**src/hdl/q16_16_restoring_divider_top_defines.svh**
```systemverilog
// Assertion macros for the Q16.16 restoring divider.
`ifndef Q16_16_RESTORING_DIVIDER_TOP_DEFINES_SVH
`define Q16_16_RESTORING_DIVIDER_TOP_DEFINES_SVH

`ifndef ASSERT_OFF
// Implication or plain property, clocked on aclk, off during reset.
`define QDIV_ASSERT(label, prop) \
    label: assert property (@(posedge aclk) disable iff (!aresetn) prop) \
        else $error("qdiv assertion failed");
// Condition that must never hold.
`define QDIV_NEVER(label, cond) \
    label: assert property (@(posedge aclk) disable iff (!aresetn) !(cond)) \
        else $error("qdiv assertion failed");
`else
`define QDIV_ASSERT(label, prop)
`define QDIV_NEVER(label, cond)
`endif

`endif

```
**src/hdl/qdiv_pkg.sv**
```systemverilog
`timescale 1ns / 1ps
// Shared constants, types and helpers for the Q16.16 restoring divider.
package qdiv_pkg;

    localparam int WORD_W    = 32;
    localparam int FRAC_W    = 16;
    localparam int QUO_W     = WORD_W + FRAC_W;
    localparam int REM_W     = WORD_W;
    localparam int NUM_CELLS = QUO_W;

    localparam logic [WORD_W-1:0] MOST_NEG = {1'b1, {(WORD_W-1){1'b0}}};

    typedef enum logic [1:0] {
        STATUS_OK   = 2'd0,
        STATUS_OVF  = 2'd1,
        STATUS_DIVZ = 2'd2
    } qdiv_status_t;

    // One slot of the cell chain. nq holds the unused dividend bits on top
    // and the quotient bits found so far at the bottom.
    typedef struct packed {
        logic              valid;
        logic              neg;
        logic              divz;
        logic [WORD_W-1:0] dmag;
        logic [REM_W-1:0]  rem;
        logic [QUO_W-1:0]  nq;
    } qdiv_stage_t;

    // Two's complement magnitude; the most negative value maps to 2^31.
    function automatic logic [WORD_W-1:0] magnitude(input logic [WORD_W-1:0] v);
        return v[WORD_W-1] ? (~v + {{(WORD_W-1){1'b0}}, 1'b1}) : v;
    endfunction

endpackage

```
**src/hdl/qdiv_cell.sv**
```systemverilog
`timescale 1ns / 1ps
// One restoring-division cell: a single shift, trial subtract and restore.
module qdiv_cell
    import qdiv_pkg::*;
(
    input  logic        aclk,
    input  logic        aresetn,
    input  logic        adv,
    input  qdiv_stage_t stage_in,
    output qdiv_stage_t stage_out
);

    logic [REM_W:0] trial;
    logic [REM_W:0] diff;
    logic           fits;
    qdiv_stage_t    stage_next;
    qdiv_stage_t    stage_reg;
    logic           valid_reg;

    always_comb begin
        trial = {stage_in.rem, stage_in.nq[QUO_W-1]};
        diff  = trial - {1'b0, stage_in.dmag};
        fits  = ~diff[REM_W];
        stage_next     = stage_in;
        // when the subtract fails, trial is below dmag so its top bit is clear
        stage_next.rem = fits ? diff[REM_W-1:0] : trial[REM_W-1:0];
        stage_next.nq  = {stage_in.nq[QUO_W-2:0], fits};
    end

    always_ff @(posedge aclk) begin
        if (!aresetn) begin
            valid_reg <= 1'b0;
        end else if (adv) begin
            valid_reg <= stage_in.valid;
        end
    end

    always_ff @(posedge aclk) begin
        if (adv) begin
            stage_reg <= stage_next;
        end
    end

    always_comb begin
        stage_out       = stage_reg;
        stage_out.valid = valid_reg;
    end

endmodule

```
**config.mk**
```make
export PLATFORM = sky130hd
export DESIGN_NAME = qdiv_cell
export DESIGN_NICKNAME = d
export VERILOG_FILES = /design/src/hdl/q16_16_restoring_divider_top_defines.svh /design/src/hdl/qdiv_pkg.sv /design/src/hdl/qdiv_cell.sv
export SDC_FILE = /design/constraint.sdc
export NUM_CORES = 1
export LEC_CHECK = 0
export BUFFER_PORTS_ARGS = -buffer_cell sky130_fd_sc_hd__clkbuf_2
export CORE_UTILIZATION = 45
export DETAILED_ROUTE_END_ITERATION = 10
export PLACE_DENSITY = 0.82
export SETUP_SLACK_MARGIN = 0.05
export SYNTH_ARGS = -nofsm -noshare
export SYNTH_HDL_FRONTEND = slang
export SYNTH_SLANG_ARGS = --single-unit
```
**constraint.sdc**
```tcl
create_clock -name aclk -period 3.9 [get_ports aclk]
set_input_delay 0.78 -clock aclk [delete_from_list [all_inputs] [get_ports aclk]]
set_output_delay 0.78 -clock aclk [all_outputs]
set_load 0.01 [all_outputs]
```
# After elaboration in Yosys (flattened, before gate mapping)
# Index checks and enable logic that the tools add are counted.
# classes
addsub	1
bitwise_logic	1
mux	1
# op_table
cell	n
$sub A33 B32 Y33	1
$mux W32	1
$not A1 Y1	1
# totals
regBits	115
word_cells	9
out_inout_bits	115
input_bits	118

# Logic depth before layout (Yosys ltp)
# logic_depth
depth_word	2
mapped_depth	12
mapped_depth_nobuf	11

# Worst setup path after synthesis
# OpenSTA, ideal clock, no wires.
# synth_path
path_kind	input to register
startpoint	input stage_in[47] (netlist bit)
endpoint	register stage_reg, in the netlist stage_out[52] (data pin)
n_path_buf	1
required_time_ns	3.640
arrival_ns	3.054
path_stages	12
setup_slack_ns	0.586
cell_sequence	inv_1 -> ha_1 -> fa_1 -> nand2b_1 -> a21oi_1 -> o211ai_1 -> a21oi_1 -> o31a_2 -> mux2i_1 -> nor2_2 -> buf_6 -> mux2_4
# synth_rtl
element	line_no	rtl
from (decl)	qdiv_cell.sv:9	input qdiv_stage_t stage_in,
to (signal assigned)	qdiv_cell.sv:40	stage_reg <= stage_next;
to (decl)	qdiv_cell.sv:17	qdiv_stage_t stage_reg;

==> flow_summary.yaml <==
pwr:
  power.switching_w: 0.00101
  power_frac_comb: 0.198
  clkPwrFrac: 0.405
  swShare: 0.260
  leakage_nw: 3.69
  internal-power_w: 0.00289
  finalPower_w: 0.00390
  pwr-share-seq: 0.397
  p_per_area_nw_per_um2: 492
  ir_drop_mv: 0.265
final_layout:
  largest_reg_flops: 114
  fill_cells: 1021
  area.growth.synth_to_final_pct: 32.9
  nets: 855
  antennaDiodeCount: 0
  final_area_um2: 7920
  multiInputGateArea_um2: 2300
  drive_above_1_share: 0.420
  seq_area_um2: 3440
global_route:
  grt_pass1_vias: 4278
  antenna_found_initial: 0
  grt_use_total: 0.205
  grt-ovfl-total: 0
  grt_pass1_wl_mm: 20.7
  grt_max_degree: 51
worst_setup_path:
  cp_max_fo: 33
  crit_required_ns: 4.06
  path_class: "primary input to register"
  worstPathCellList: "clkbuf_2 -> inv_1 -> ha_1 -> fa_1 -> nand2b_1 -> a21oi_1 -> o211ai_1 -> a21oi_1 -> o31a_2 -> mux2i_1 -> nor2_4 -> buf_12 -> mux2_4"
  worst_ep_arrival_time_ns: 3.38
  crit_top_cell: "a21oi_1"
  slowest_delay_ns: 0.40
  critPathSlowestCell: "fa_1"
  path_buf_inv: 3
  crit_family: "compound AO/OA/AOI/OAI gates"
  critPathLaunchType: "primary input"
  endpoint_kind: "register"
clock_tree:
  clk_pin_slew_ns: 0.06
  cts_setup_buffers: 0
  cts_buffers: 17
  cts-root-buf: "clkbuf_16"
  clock_latency_ns: 0.40
  cts_resized: 0
  htreeDepth: 4
  ctsLongestPathBuffers: 2
  cts_tree: "built"
  clkSinkCount: 115
  holdBufCountCts: 0
timing:
  final.period_utilization: 0.827
  setup_viol: 0
  maxSlewHeadroom: 0.542
  setup_slack_ns: 0.675
  max_freq_ghz: 0.310
  fin_skew_ns: 0
  setup_tns_ns: 0
  worst_pin_slew_ns: 0.686
  fin_crit_ns: 3.23
  finalHoldViolations: 0
  hold_ws_ns: 0.531
  rsz0062_at_grt: "false"
  slew_viol_final: 0
routing:
  vias: 4509
  drt_wl_total_mm: 14.1
  wl_per_cell_um: 15.9
  drc: 0
  vias_per_cell: 5.07
  drt_iter0_drc: 215
  drt-pass1-iter-count: 4
  postRouteAntennaNets: 0
die:
  die_area_um2: 13700
  die_y_um: 117
  start_util: 0.467
  fp.dieW_um: 117
  ios: 233
  fp-row-count: 41
  coreArea_um2: 12800
place:
  finalWeightedCongestion: 0.836
  post-place-ws_ns: 0.254
  postPlaceCellArea_um2: 7310
  io_buffers: 232
  hpwl_mm: 11.1
flow_run:
  max_cap_viol_count: 0
logic_synthesis:
  ys_seq_elements: 115
  yosysWarnings: 0
  netlist_area_um2: 5960
  synth_cell_types: 51
  synthCells: 462
  synth_nets: 613
  seq_area_frac_synth: 0.578
  synth_async_sr_flop_share: 0
  synth_edf_count: 114
  syn_area_per_cell_um2: 12.9
  synth_ff_type: "edfxtp_1"
outcome:
  outcome: "complete, no violations"
min_path:
  hold_path.class: "register to register"
final timing paths:
kind / end / depth (start not counted) / from / slack [ns]
setup / recovery: stage_out[68] / 13 / stage_in[47] / 0.67
hold / removal: valid_reg / 2 / valid_reg / 0.53
setup reg to reg: valid_reg / 2 / valid_reg / 3.31
hold reg to reg: valid_reg / 2 / valid_reg / 0.53
synthesized netlist by cell type, drive strengths merged (6+ instances only):
master | n | area (um2)
a21o | 18 | 135
a21oi | 39 | 199
buf | 6 | 57.6
clkbuf | 6 | 23.8
edfxtp | 114 | 3420
ha | 32 | 400
inv | 38 | 143
mux2 | 28 | 409
mux2i | 6 | 60.1
nand2 | 27 | 101
nand2b | 8 | 50.1
nand3 | 10 | 50.1
nand4 | 6 | 37.5
nor2 | 19 | 73.8
nor2b | 6 | 37.5
o211ai | 6 | 45.0
o21ai | 18 | 90.1
xnor2 | 13 | 114
xor2 | 10 | 87.6
power groups by stage:
stage          clock [W]  combinational (W)  sequential (W)
4_1_cts          0.00161           0.000778         0.00155
3_5_place_dp           0           0.000774         0.00158
5_1_grt          0.00166           0.000845         0.00156
2_1_floorplan          0           0.000410         0.00164
6_report         0.00158           0.000772         0.00155
3_3_place_gp           0           0.000759         0.00157
per-stage QoR:
stage / std cells / utilization
final: 889 / 0.620
after global routing: 889 / 0.620
after CTS: 889 / 0.620
after detailed placement: 857 / 0.572
after global placement: 857 / 0.572
after floorplan: 462 / -
worst register-to-register path: stages, from the launching register on:
cell and delay (ns):
dfxtp_1 0.31, mux2i_1 0.12, nor2b_1 0.06
cells in the final DEF, fill, tap and decap left out, types with 13 or more instances in the layout:
cell and instances:
clkbuf_2 231, edfxtp_1 114, inv_1 38, a21oi_1 38, ha_1 32, nand2_1 27, mux2_4 25, nor2_1 18
a21o_1 18, o21ai_0 17, clkbuf_16 17, xnor2_1 13
final cells by class:
| cell class | count | area share |
|---|---|---|
| Sequential cell | 115 | 0.435 |
| Clock buffer | 18 | 0.0542 |
| Clock inverter | 14 | 0.0226 |
| Tap cell | 172 | 0.0272 |
| Inverter | 38 | 0.0180 |
| Timing Repair Buffer | 235 | 0.153 |
| Multi-Input combinational cell | 297 | 0.290 |
metal layers:
metal  global-route usage  routed length (um)
met1                0.224                5670
met2                0.374                7430
met3               0.0582                 830
met4               0.0776                 189
met5                    0                   0
cell families (layout without fill, tap and decap cells):
| kind of cell | after synthesis | count (layout) | synth area share |
|---|---|---|---|
| AOI/OAI and AO/OA | 107 | 107 | 0.115 |
| xor gates and xnor gates | 23 | 23 | 0.0338 |
| adders and majority gates | 33 | 33 | 0.0705 |
| buffers and inverters | 50 | 305 | 0.0376 |
| DFF | 115 | 115 | 0.578 |
| muxes | 34 | 34 | 0.0787 |
| and+or+nand+nor | 100 | 100 | 0.0869 |
Power figures use the tool's default switching activity.
