File: src/hdl/q16_16_restoring_divider_top_defines.svh
// Assertion macros for the Q16.16 restoring divider.
`ifndef Q16_16_RESTORING_DIVIDER_TOP_DEFINES_SVH
`define Q16_16_RESTORING_DIVIDER_TOP_DEFINES_SVH

`ifndef ASSERT_OFF
// Implication or plain property, clocked on aclk, off during reset.
`define QDIV_ASSERT(label, prop) \
    label: assert property (@(posedge aclk) disable iff (!aresetn) prop) \
        else $error("qdiv assertion failed");
// Condition that must never hold.
`define QDIV_NEVER(label, cond) \
    label: assert property (@(posedge aclk) disable iff (!aresetn) !(cond)) \
        else $error("qdiv assertion failed");
`else
`define QDIV_ASSERT(label, prop)
`define QDIV_NEVER(label, cond)
`endif

`endif

File: src/hdl/qdiv_pkg.sv
`timescale 1ns / 1ps
// Shared constants, types and helpers for the Q16.16 restoring divider.
package qdiv_pkg;

    localparam int WORD_W    = 32;
    localparam int FRAC_W    = 16;
    localparam int QUO_W     = WORD_W + FRAC_W;
    localparam int REM_W     = WORD_W;
    localparam int NUM_CELLS = QUO_W;

    localparam logic [WORD_W-1:0] MOST_NEG = {1'b1, {(WORD_W-1){1'b0}}};

    typedef enum logic [1:0] {
        STATUS_OK   = 2'd0,
        STATUS_OVF  = 2'd1,
        STATUS_DIVZ = 2'd2
    } qdiv_status_t;

    // One slot of the cell chain. nq holds the unused dividend bits on top
    // and the quotient bits found so far at the bottom.
    typedef struct packed {
        logic              valid;
        logic              neg;
        logic              divz;
        logic [WORD_W-1:0] dmag;
        logic [REM_W-1:0]  rem;
        logic [QUO_W-1:0]  nq;
    } qdiv_stage_t;

    // Two's complement magnitude; the most negative value maps to 2^31.
    function automatic logic [WORD_W-1:0] magnitude(input logic [WORD_W-1:0] v);
        return v[WORD_W-1] ? (~v + {{(WORD_W-1){1'b0}}, 1'b1}) : v;
    endfunction

endpackage

File: src/hdl/qdiv_round.sv
`timescale 1ns / 1ps
// Final rounding, overflow check and sign fix-up after the last cell.
module qdiv_round
    import qdiv_pkg::*;
(
    input  qdiv_stage_t  stage_in,
    output logic [WORD_W-1:0] quotient,
    output qdiv_status_t status
);

    logic               rnd_up;
    logic [QUO_W:0]     q_rnd;
    logic               ovf;
    logic [WORD_W-1:0]  mag;

    always_comb begin
        // round half away from zero: 2*rem >= dmag
        rnd_up = {stage_in.rem, 1'b0} >= {1'b0, stage_in.dmag};
        q_rnd  = {1'b0, stage_in.nq} + {{QUO_W{1'b0}}, rnd_up};
        ovf    = |q_rnd[QUO_W:WORD_W-1];
        mag    = q_rnd[WORD_W-1:0];

        if (stage_in.divz) begin
            quotient = MOST_NEG;
            status   = STATUS_DIVZ;
        end else if (ovf) begin
            quotient = MOST_NEG;
            status   = STATUS_OVF;
        end else begin
            quotient = stage_in.neg ? (~mag + {{(WORD_W-1){1'b0}}, 1'b1}) : mag;
            status   = STATUS_OK;
        end
    end

endmodule

File: config.mk
export PLATFORM = sky130hd
export DESIGN_NAME = qdiv_round
export DESIGN_NICKNAME = d
export VERILOG_FILES = /design/src/hdl/q16_16_restoring_divider_top_defines.svh /design/src/hdl/qdiv_pkg.sv /design/src/hdl/qdiv_round.sv
export SDC_FILE = /design/constraint.sdc
export NUM_CORES = 1
export LEC_CHECK = 0
export CORE_AREA = 5 5 86 88
export DETAILED_ROUTE_END_ITERATION = 10
export DIE_AREA = 0 0 91 93
export DONT_BUFFER_PORTS = 1
export PLACE_DENSITY_LB_ADDON = 0.12
export SLEW_MARGIN = 10
export SYNTH_ARGS = -nofsm -noshare
export SYNTH_HDL_FRONTEND = slang
export SYNTH_SLANG_ARGS = --single-unit
File: constraint.sdc
create_clock -name vclk -period 5.45
set_input_delay 0.8175 -clock vclk [all_inputs]
set_output_delay 0.8175 -clock vclk [all_outputs]
set_load 0.05 [all_outputs]
# After elaboration in Yosys (flattened, before gate mapping)
# Cells that the tools add are included.
dict set report totals {
  reg_bits 0
  latch_bits 0
  ramBits 0
  rom_bits 0
  in_bits 115
  n_memories 0
}
dict set report classes {
  addsub 2
  mul 0
  n_div 0
  n_lt_le_gt_ge 1
  n_eq_ne 0
  shift 0
  muxes 5
  bitwise_logic 1
  reduce_logical 1
}
# operator count
set ops {}
lappend ops {{$mux 32} 3}
lappend ops {{$add 48x1->49} 1}
lappend ops {{$ge 33x32->1} 1}
lappend ops {{$add 32x1->32 const B} 1}
lappend ops {{$not 32->32} 1}
lappend ops {{$reduce_or 18->1} 1}
lappend ops {{$mux 2} 1}
lappend ops {{$mux 1} 1}

# Longest topological paths before layout
dict set report logic_depth {
  word_depth 7
  depth_mapped 22
  ltp_nobuf 22
}

# Worst setup path before layout
# OpenSTA, ideal clock, no wires.
dict set report synth_timing {
  path_type {input-to-output}
  startpoint {input stage_in[81] (netlist name)}
  endpoint {output quotient[2]}
  t_arrival_ns 5.654
  required_ns 4.633
  slack_ns -1.021
  path_stages 21
  path_buffers 1
  path_cell_list {inv_1 ha_1 nor2b_1 o21ai_0 a21oi_1 o31ai_1 a21boi_0 o21ai_0 nor4bb_1 o41ai_1 ha_1 ha_1 nand4_1 or4_1 nor4_1 mux2_2 nor4_1 nand4_1 or2_1 buf_6 nor3_1}
}
dict set report synth_between {
  elab_chain_len 7
  word_cells_on_any_way 8
}
# item line_no
set synth_rtl {}
lappend synth_rtl {{start, declared} qdiv_round.sv:6} ;# input qdiv_stage_t stage_in,
lappend synth_rtl {{$ge 33x32->1 *} qdiv_round.sv:18} ;# rnd_up = {stage_in.rem, 1'b0} >= {1'b0, stage_in.dmag};
lappend synth_rtl {{$add 48x1->49 *} qdiv_round.sv:19} ;# q_rnd = {1'b0, stage_in.nq} + {{QUO_W{1'b0}}, rnd_up};
lappend synth_rtl {{$not 32->32} qdiv_round.sv:30} ;# quotient = stage_in.neg ? (~mag + {{(WORD_W-1){1'b0}}, 1'b1}) : mag;
lappend synth_rtl {{$add 32x1->32} qdiv_round.sv:30}
lappend synth_rtl {{$mux 32} qdiv_round.sv:30}
lappend synth_rtl {{$mux 32 *} qdiv_round.sv:26} ;# end else if (ovf) begin
lappend synth_rtl {{$mux 32 *} qdiv_round.sv:23} ;# if (stage_in.divz) begin
lappend synth_rtl {{end, declared} qdiv_round.sv:7} ;# output logic [WORD_W-1:0] quotient,
# Mark *: on every way between the ends. The rest lies on a longest branch, timed or not.

# Worst setup path after layout
dict set report layout_timing {
  startpoint {input stage_in[86] (netlist name)}
  endpoint {output quotient[30]}
}
# The elaborated chain is that of the path after synthesis.

==> results.md <==
* Outcome: finished with violations
* Failing checks: setup timing
* Final GP Congestion at 0.933
* GRT overflow at 0
* Largest area contributor in the netlist: ha_1
* Final period util at 1.08
* WP data required at 4630 ps
* Mapped Cells at 478
* Switching pwr at between 0.1 and 0.15 mW
* Share of the synthesized area in the top cell type at 0.133
* Synth top area cells: ha_1 (13%), xnor2_1 (9.3%), xor2_1 (6.6%)
* WL per Instance at 18.3 um
* Pre-antenna DRT Iters at 5
* Worst hold path endpoint: status[1]
* Synth top cells by count: nor2_1 (49), inv_1 (45), ha_1 (34), xnor2_1 (34), nand4_1 (33)
* Post-DP HPWL at between 9000 and 10000 um
* Die Height at 93 um
* DRC violations left at 0
* # hold bufs at CTS at 0
* Worst hold stages at 0
* Synth warn at 0
* Netlist cell types at 59
* Vias per cell at 6.25
* Final setup fails at 32
* Largest net degree at the start of global routing at 36
* Worst Hold Launch: stage_in[112]
* Layout clock buffer count at 0
* DP Worst Slack at -728 ps
* Cell with the most instances after synthesis: nor2_1
* First-pass GRT wire length at 19100 um
* Min Tclk post-route at approximately 5900 ps
* CP Max Fanout at 5
* Port bufs at 0
* Worst-Margin Slew at 519 ps
* Total wire length at 11900 um
* Area Overhead vs Synth at 64.4%
* Final setup margin at -422 ps
* Power Dens Cells at 43.7 nW/um^2
* Die width at 91 um
* RSZ-0062 raised after global routing: true
* Met3 Resource Use GR at 0.0531
* Element type at the critical path end: primary output
* Share of layout cells above drive strength 1 at 0.383
* Final count of hold timing violations at 0
* Clock power share at 0
* GRT met1 Usage at 0.300
* Core ar. at 6570 um^2
* Vias in the first global route at 4006
* Hold crit path type: in -> out
* Max Transition Viols Final at 0
* FFs & Latches at 0
* Max VDD drop at between 0.03 and 0.04 mV
* Grt met2 use at 0.492
* Antenna cells at 0
* Syn_area_per_cell at 6.67 um^2
* DR iter-0 viols at 343
* Syn Nets at 627
* Critical path launch point: stage_in[86]
* Via Count at 4074
* Area of the die at 8460 um^2
* Row count at 30
* Post-route setup TNS at -12210 ps
* Int Pwr at 0.113 mW
* Final #Nets at 723
* Register area at 0 um^2
* Initial antenna violation count at 0
* Register area share after synthesis at 0
* Kind of critical path: in -> out
* GR peak layer: met2
* Crit start category: input pin
* Sequential share of power at 0
* Combinational share of power at 1.000
* # Max-Cap Violations at 0
* Switching Fraction at 0.508
* CP arrival at 5050 ps
* Rel. slew slack at 0.653
* F_max at ~170 MHz
* Lkg Pwr at 2.12 nW
* I/O pin count at approximately 150
* Mapped Area at 3190 um^2
* Antenna Nets Post-Route at 0
* Starting Density at 0.485
* Tot GR Track Use at 0.262
## power groups by stage
stage	clock network (mW)	registers [mW]	logic, mW
after floorplan	0	0	0.154
after global placement	0	0	0.180
final	0	0	0.229
after global routing	0	0	0.254
after detailed placement	0	0	0.188
after CTS	0	0	0.217
## worst max-delay path: stages
cell       delay (ps)
inv_1              20
ha_1              280
nand4_1           120
buf_4             150
or4_1             390
o21ai_1           180
a2111oi_2         120
o41ai_4            80
ha_4              200
ha_4              120
nand4_1           150
buf_4             190
or4_4             440
nor4_4            180
mux2_4            340
nor4_4            160
nand4_1           190
or2_4             330
buf_12            160
buf_12            140
nor2_4            120
buf_12            140
## cells by family after synthesis
family,synth area share
adders and majority gates,0.133
buffers and inverters,0.0954
AOI/OAI and AO/OA,0.191
xor gates and xnor gates,0.159
and+or+nand+nor,0.394
muxes,0.0267
## layout by cell type, fill, tap and decap left out, drive strengths merged, types with 2 or more instances in the layout
master	count
nand3	22
and3	12
nor2	50
xor2	24
buf	116
o31ai	12
o41ai	4
nor4b	2
o21ai	19
mux2i	4
a21o	11
a21oi	18
nand2b	2
inv	45
or3	4
nand4	35
or4	5
nor4	15
or2	6
a311oi	2
nor3	17
and3b	2
nor2b	6
mux2	4
nand2	32
nand4b	2
a211o	2
a2111oi	4
a31oi	4
xnor2	34
a211oi	2
ha	34
a21boi	3
and2	4
and4	6
## timing repair
item	4_1_cts	5_1_grt
setup endpoints to repair	33	33
pin swaps	40	12
buffers inserted	13	6
gates cloned	2	0
gates resized for setup	62	25
## final cells by class
class	instances	area (um^2)
Multi-Input combinational cell	411	3580
Timing Repair Buffer	116	1380
Fill cell	430	1330
Inverter	45	186
Tap cell	80	100
## worst max path at each step
stage,cells past startpoint,slack [ps],endpoint
3_5_place_dp,23,-730,quotient[28]
6_report,22,-420,quotient[30]
4_1_cts,23,-370,quotient[30]
2_1_floorplan,22,-290,quotient[18]
5_1_grt,24,-590,quotient[30]
3_3_place_gp,23,-630,quotient[9]
## routing by layer
metal	share of wire	vias up
met3	0.087	41
li1	-	1938
met5	0	-
met4	0.026	0
met1	0.37	1876
met2	0.51	219
## through the flow
stage | total power, mW | hold slack [ps] | cell area (um^2) | utilization | std cells
after CTS | 0.217 | 1640 | 5080 | 0.774 | 647
final | 0.229 | 1640 | 5240 | 0.798 | 652
after floorplan | 0.154 | 1800 | 3480 | - | 478
after global routing | 0.254 | 1640 | 5240 | 0.798 | 652
after detailed placement | 0.188 | 1640 | 4600 | 0.700 | 633
after global placement | 0.180 | 1640 | 4600 | 0.700 | 633
Note: power is estimated with default switching activity, not from simulation.
